==> src/rtl/ppbf_pkg.sv <==
package ppbf_pkg;

    // fixed field widths of the item channels
    localparam int OP_W     = 3;
    localparam int ID_W     = 4;
    localparam int DATA_W   = 8;
    localparam int STATUS_W = 3;
    localparam int FILL_W   = 13;

    typedef enum logic [OP_W-1:0] {
        OP_CREATE      = 3'd0,
        OP_WRITE       = 3'd1,
        OP_READ        = 3'd2,
        OP_DUP_READ    = 3'd3,
        OP_DUP_WRITE   = 3'd4,
        OP_CLOSE_READ  = 3'd5,
        OP_CLOSE_WRITE = 3'd6
    } t_opcode;

    typedef enum logic [STATUS_W-1:0] {
        ST_OK      = 3'd0,
        ST_FULL    = 3'd1,
        ST_EMPTY   = 3'd2,
        ST_EOF     = 3'd3,
        ST_BROKEN  = 3'd4,
        ST_NOFREE  = 3'd5,
        ST_NOTUSED = 3'd6,
        ST_REFERR  = 3'd7
    } t_status;

    // controller to datapath commands
    typedef struct packed {
        logic capture;  // latch the incoming item, read its pipe record
        logic execute;  // update record and byte store
        logic finish;   // load the result register
    } t_dp_cmd;

endpackage

==> src/rtl/ppbf_ctrl.sv <==
module ppbf_ctrl (
    input  logic              i_clk,
    input  logic              i_rst_n,
    input  logic              i_in_valid,
    input  logic              i_out_ready,
    output logic              o_in_ready,
    output logic              o_out_valid,
    output ppbf_pkg::t_dp_cmd o_cmd
);

    typedef enum logic [2:0] {
        S_IDLE = 3'b001,
        S_EXEC = 3'b010,
        S_FIN  = 3'b100
    } t_state;

    t_state r_state, n_state;
    logic   r_out_valid;
    logic   out_free;
    logic   accept;

    assign out_free   = !r_out_valid || i_out_ready;
    assign o_in_ready = (r_state == S_IDLE) || ((r_state == S_FIN) && out_free);
    assign accept     = i_in_valid && o_in_ready;

    always_comb begin
        n_state       = r_state;
        o_cmd.capture = accept;
        o_cmd.execute = 1'b0;
        o_cmd.finish  = 1'b0;
        unique case (r_state)
            S_IDLE: begin
                if (accept) n_state = S_EXEC;
            end
            S_EXEC: begin
                o_cmd.execute = 1'b1;
                n_state       = S_FIN;
            end
            S_FIN: begin
                if (out_free) begin
                    o_cmd.finish = 1'b1;
                    n_state      = accept ? S_EXEC : S_IDLE;
                end
            end
            default: n_state = S_IDLE;
        endcase
    end

    always_ff @(posedge i_clk) begin
        if (!i_rst_n) begin
            r_state     <= S_IDLE;
            r_out_valid <= 1'b0;
        end else begin
            r_state <= n_state;
            if (o_cmd.finish) r_out_valid <= 1'b1;
            else if (i_out_ready) r_out_valid <= 1'b0;
        end
    end

    assign o_out_valid = r_out_valid;

    // an accepted item is executed on the next cycle
    a_capture_exec: assert property (@(posedge i_clk) disable iff (!i_rst_n)
        o_cmd.capture |=> o_cmd.execute)
        else $error("item captured but not executed");

    // execution never overlaps a capture
    a_exec_alone: assert property (@(posedge i_clk) disable iff (!i_rst_n)
        o_cmd.execute |-> !o_cmd.capture)
        else $error("capture during execution");

    // a finished item shows up as a valid result
    a_finish_valid: assert property (@(posedge i_clk) disable iff (!i_rst_n)
        o_cmd.finish |=> r_out_valid)
        else $error("finished item not presented");

    // the result register is never overwritten while its item waits
    a_no_overwrite: assert property (@(posedge i_clk) disable iff (!i_rst_n)
        (r_out_valid && !i_out_ready) |-> !o_cmd.finish)
        else $error("pending result overwritten");

endmodule

==> config.mk <==
export PLATFORM = sky130hd
export DESIGN_NAME = ppbf_ctrl
export DESIGN_NICKNAME = d
export VERILOG_FILES = /design/src/rtl/ppbf_pkg.sv /design/src/rtl/ppbf_ctrl.sv
export SDC_FILE = /design/constraint.sdc
export NUM_CORES = 1
export LEC_CHECK = 0
export BUFFER_PORTS_ARGS = -buffer_cell sky130_fd_sc_hd__buf_2
export CAP_MARGIN = 15
export CORE_AREA = 2 2 39 41
export CTS_CLUSTER_SIZE = 28
export DETAILED_ROUTE_END_ITERATION = 16
export DIE_AREA = 0 0 41 43
export PLACE_DENSITY = 0.43
export SYNTH_ARGS = -nofsm -noshare
export SYNTH_HDL_FRONTEND = slang
export SYNTH_SLANG_ARGS = --single-unit
export TNS_END_PERCENT = 50
==> constraint.sdc <==
create_clock -name i_clk -period 1.15 [get_ports i_clk]
set_input_delay 0.1725 -clock i_clk [delete_from_list [all_inputs] [get_ports i_clk]]
set_output_delay 0.1725 -clock i_clk [all_outputs]
set_load 0.02 [all_outputs]
==> results.md <==
- Status: finished, violations left
- Failing checks: negative setup slack
- Final ANT Viol Nets: 0
- First-pass GRT wire length: 862 um
- Multi-input gate area: 153.9 um^2
- DR iter-0 viols: 4
- Syn_area_per_cell: 8.658 um^2
- Yosys cell types: 14
- DIE WIDTH: between 40 and 50 um
- Top achievable clock speed: 730.7 MHz
- Metal1 wirelength: 195 um
- Uppermost routed layer: met4
- Fin Clk Skew: just over 0.007 ns
- Area after DPL: 294.0 um^2
- Final min period: 1.369 ns
- GP Congestion: 0.6144
- Chip height: approximately 43 um
- Worst slew pin tran: 0.2714 ns
- Startpoint types: flop
- Internal Power: between 0.2 and 0.3 mW
- Hpwl dp: around 350 um
- Period utilisation layout: 1.190
- DR WL met2: 250 um
- N_diodes: 0
- DR vias: 224
- Synthesized net count: 29
- Max Cap Viol: 0
- TritonCTS clock tree: done
- Critical Path RT: 0.98 ns
- Met3 Wirelength: 48 um
- DRT Pass-1 Iters: 2
- Net Sw Frac: 0.2472
- Clk_lat worst skew: 0.24 ns
- Worst hold-check path type: primary input to flop
- Fin area: 365.4 um^2
- Final setup violation count: 5
- Max transition margin: 0.8187
- FF/Latch Area: 86.33 um^2
- Clock Sinks: 4
- H-tree lvl count: 1
- Fin nets: 45
- PD cells: 1072 nW/um^2
- Final std cells w/o fill: 55
- Commonest non-fill, non-tap cells in the layout: buf_2 (6), buf_4 (5), nor2b_1 (3), clkbuf_4 (3)
- Final Hold Fails: 0
- Largest net degree at the start of global routing: 6
- Sequential share of power: 0.384
- Post-Syn Area: 216.5 um^2
- Number of synthesized register bits: 4
- Site row count: 14
- Arr. time, crit path: approximately 1.2 ns
- GRT Overall Usage: 0.08116
- Crit path kind: flop to output port
- Worst Hold Margin: 0.1535 ns
- Clock-pin slew of the registers on the worst-case setup and hold paths: 0.03 ns
- Initial core utilization: 0.1564
- Cells after synthesis: 25
- Slew Viols, Final: 0
- Register area share after synthesis: 0.3699
- DR vias/cell: roughly 4.1
- Number of global-route vias before repair: roughly 210
- Die area: 1763 um^2
- WL/cell: 9.127 um
- Comb power frac: 0.174
- Fill cell count: about 140
- Core Region: 1384 um^2
- CP max FO: 5
- Initial antenna violation count: 0
- Port-buffer cells: 8
- Gr ovfl total: 0
- CTS max path bufs: 2
- Clk network pwr share: 0.442
- Area grow syn2layout: 68.79%
- Worst setup margin: -0.2186 ns
- RSZ-0062 raised after global routing: yes
- CTS buffer count: 3
- # DRC: 0
- Cell Count Post-Placement: 51
- Commonest non-fill, non-tap cell in the layout: buf_2
- Drt total wl: 502 um
- Root Buffer: clkbuf_4
- Layout cells sized above 1: 0.6410
- Sw Pwr: 0.09686 mW
- Leakage: 0.1558 nW
- VDD IR max: 331.5 uV
- Critical path endpoint category: output port
- IO Pins: 9
- Syn. warnings: 0
- Setup TNS Final: -0.6455 ns
==> worst max-delay path, cell delays in order (launching register included) <==
cell     delay [ns]
dfxtp_4        0.36
or3b_4         0.40
nor2_4         0.09
buf_6          0.11
==> synthesized netlist by cell type <==
master	number	area, um^2
inv_1	1	3.750
nor2b_1	6	37.54
o31ai_1	1	7.510
nand2b_1	1	6.260
nor2_1	2	7.510
or3b_4	1	11.26
nor3b_1	2	15.01
a21oi_1	2	10.01
a21oi_2	1	8.760
dfxtp_1	4	80.08
a21boi_1	1	7.510
nor3_1	1	5.000
nor4b_1	1	8.760
buf_4	1	7.510
==> power by group through the flow <==
stage	sequential [mW]	combinational (mW)	clock, mW
2_1_floorplan	0.153	0.0386	0
5_1_grt	0.152	0.0749	0.199
4_1_cts	0.151	0.0651	0.182
3_3_place_gp	0.153	0.0602	0
3_5_place_dp	0.152	0.0596	0
6_report	0.151	0.0682	0.173
==> final cells by class <==
cell class	instances	area share
Clock buffer	3	0.06164
Inverter	1	0.01027
Multi-Input combinational cell	19	0.4212
Sequential cell	4	0.2363
Tap cell	16	0.05479
Timing Repair Buffer	12	0.2158
==> cells by family after synthesis <==
kind of cell,share of synthesized area
AOI/OAI and AO/OA,0.1561
buffers and inverters,0.05202
and+or+nand+nor,0.4220
DFF,0.3700
==> metrics by stage <==
step / power (mW) / setup WS [ns] / util
floorplan: 0.1917 / -0.04872 / -
global placement: 0.2131 / -0.02633 / 0.2125
detailed placement: 0.2121 / -0.02962 / 0.2125
CTS: 0.3980 / -0.2115 / 0.2505
global route: 0.4253 / -0.2610 / 0.2640
finish: 0.3918 / -0.2186 / 0.2640
==> final timing paths <==
| check | start | endpoint | slack (ns) | cells after the start |
|---|---|---|---|---|
| setup reg to reg | r_state[2] | r_state[0] | -0.05 | 4 |
| hold / removal | i_rst_n | r_state[0] | 0.15 | 2 |
| setup / recovery | r_state[2] | o_cmd[0] | -0.22 | 3 |
| hold reg to reg | r_state[1] | r_state[1] | 0.55 | 2 |
==> routing by layer <==
layer | vias up | track usage
met5 | - | 0
met4 | 0 | 0.06000
met3 | 2 | 0.06283
met2 | 7 | 0.1094
met1 | 100 | 0.07987
li1 | 115 | -
==> flip-flops by register name, summed over array words and instances (netlist names) <==
signal	count
r_state	3
o_out_valid	1
==> repair_timing <==
action	CTS	global route
hold buffers	0	0
resized for setup	8	6
pin swaps	1	1
buffers inserted	1	0
endpoints found under the hold margin	0	0
setup endpoints to repair	4	5
cloned	0	0
Note: power is estimated with default switching activity, not from simulation.
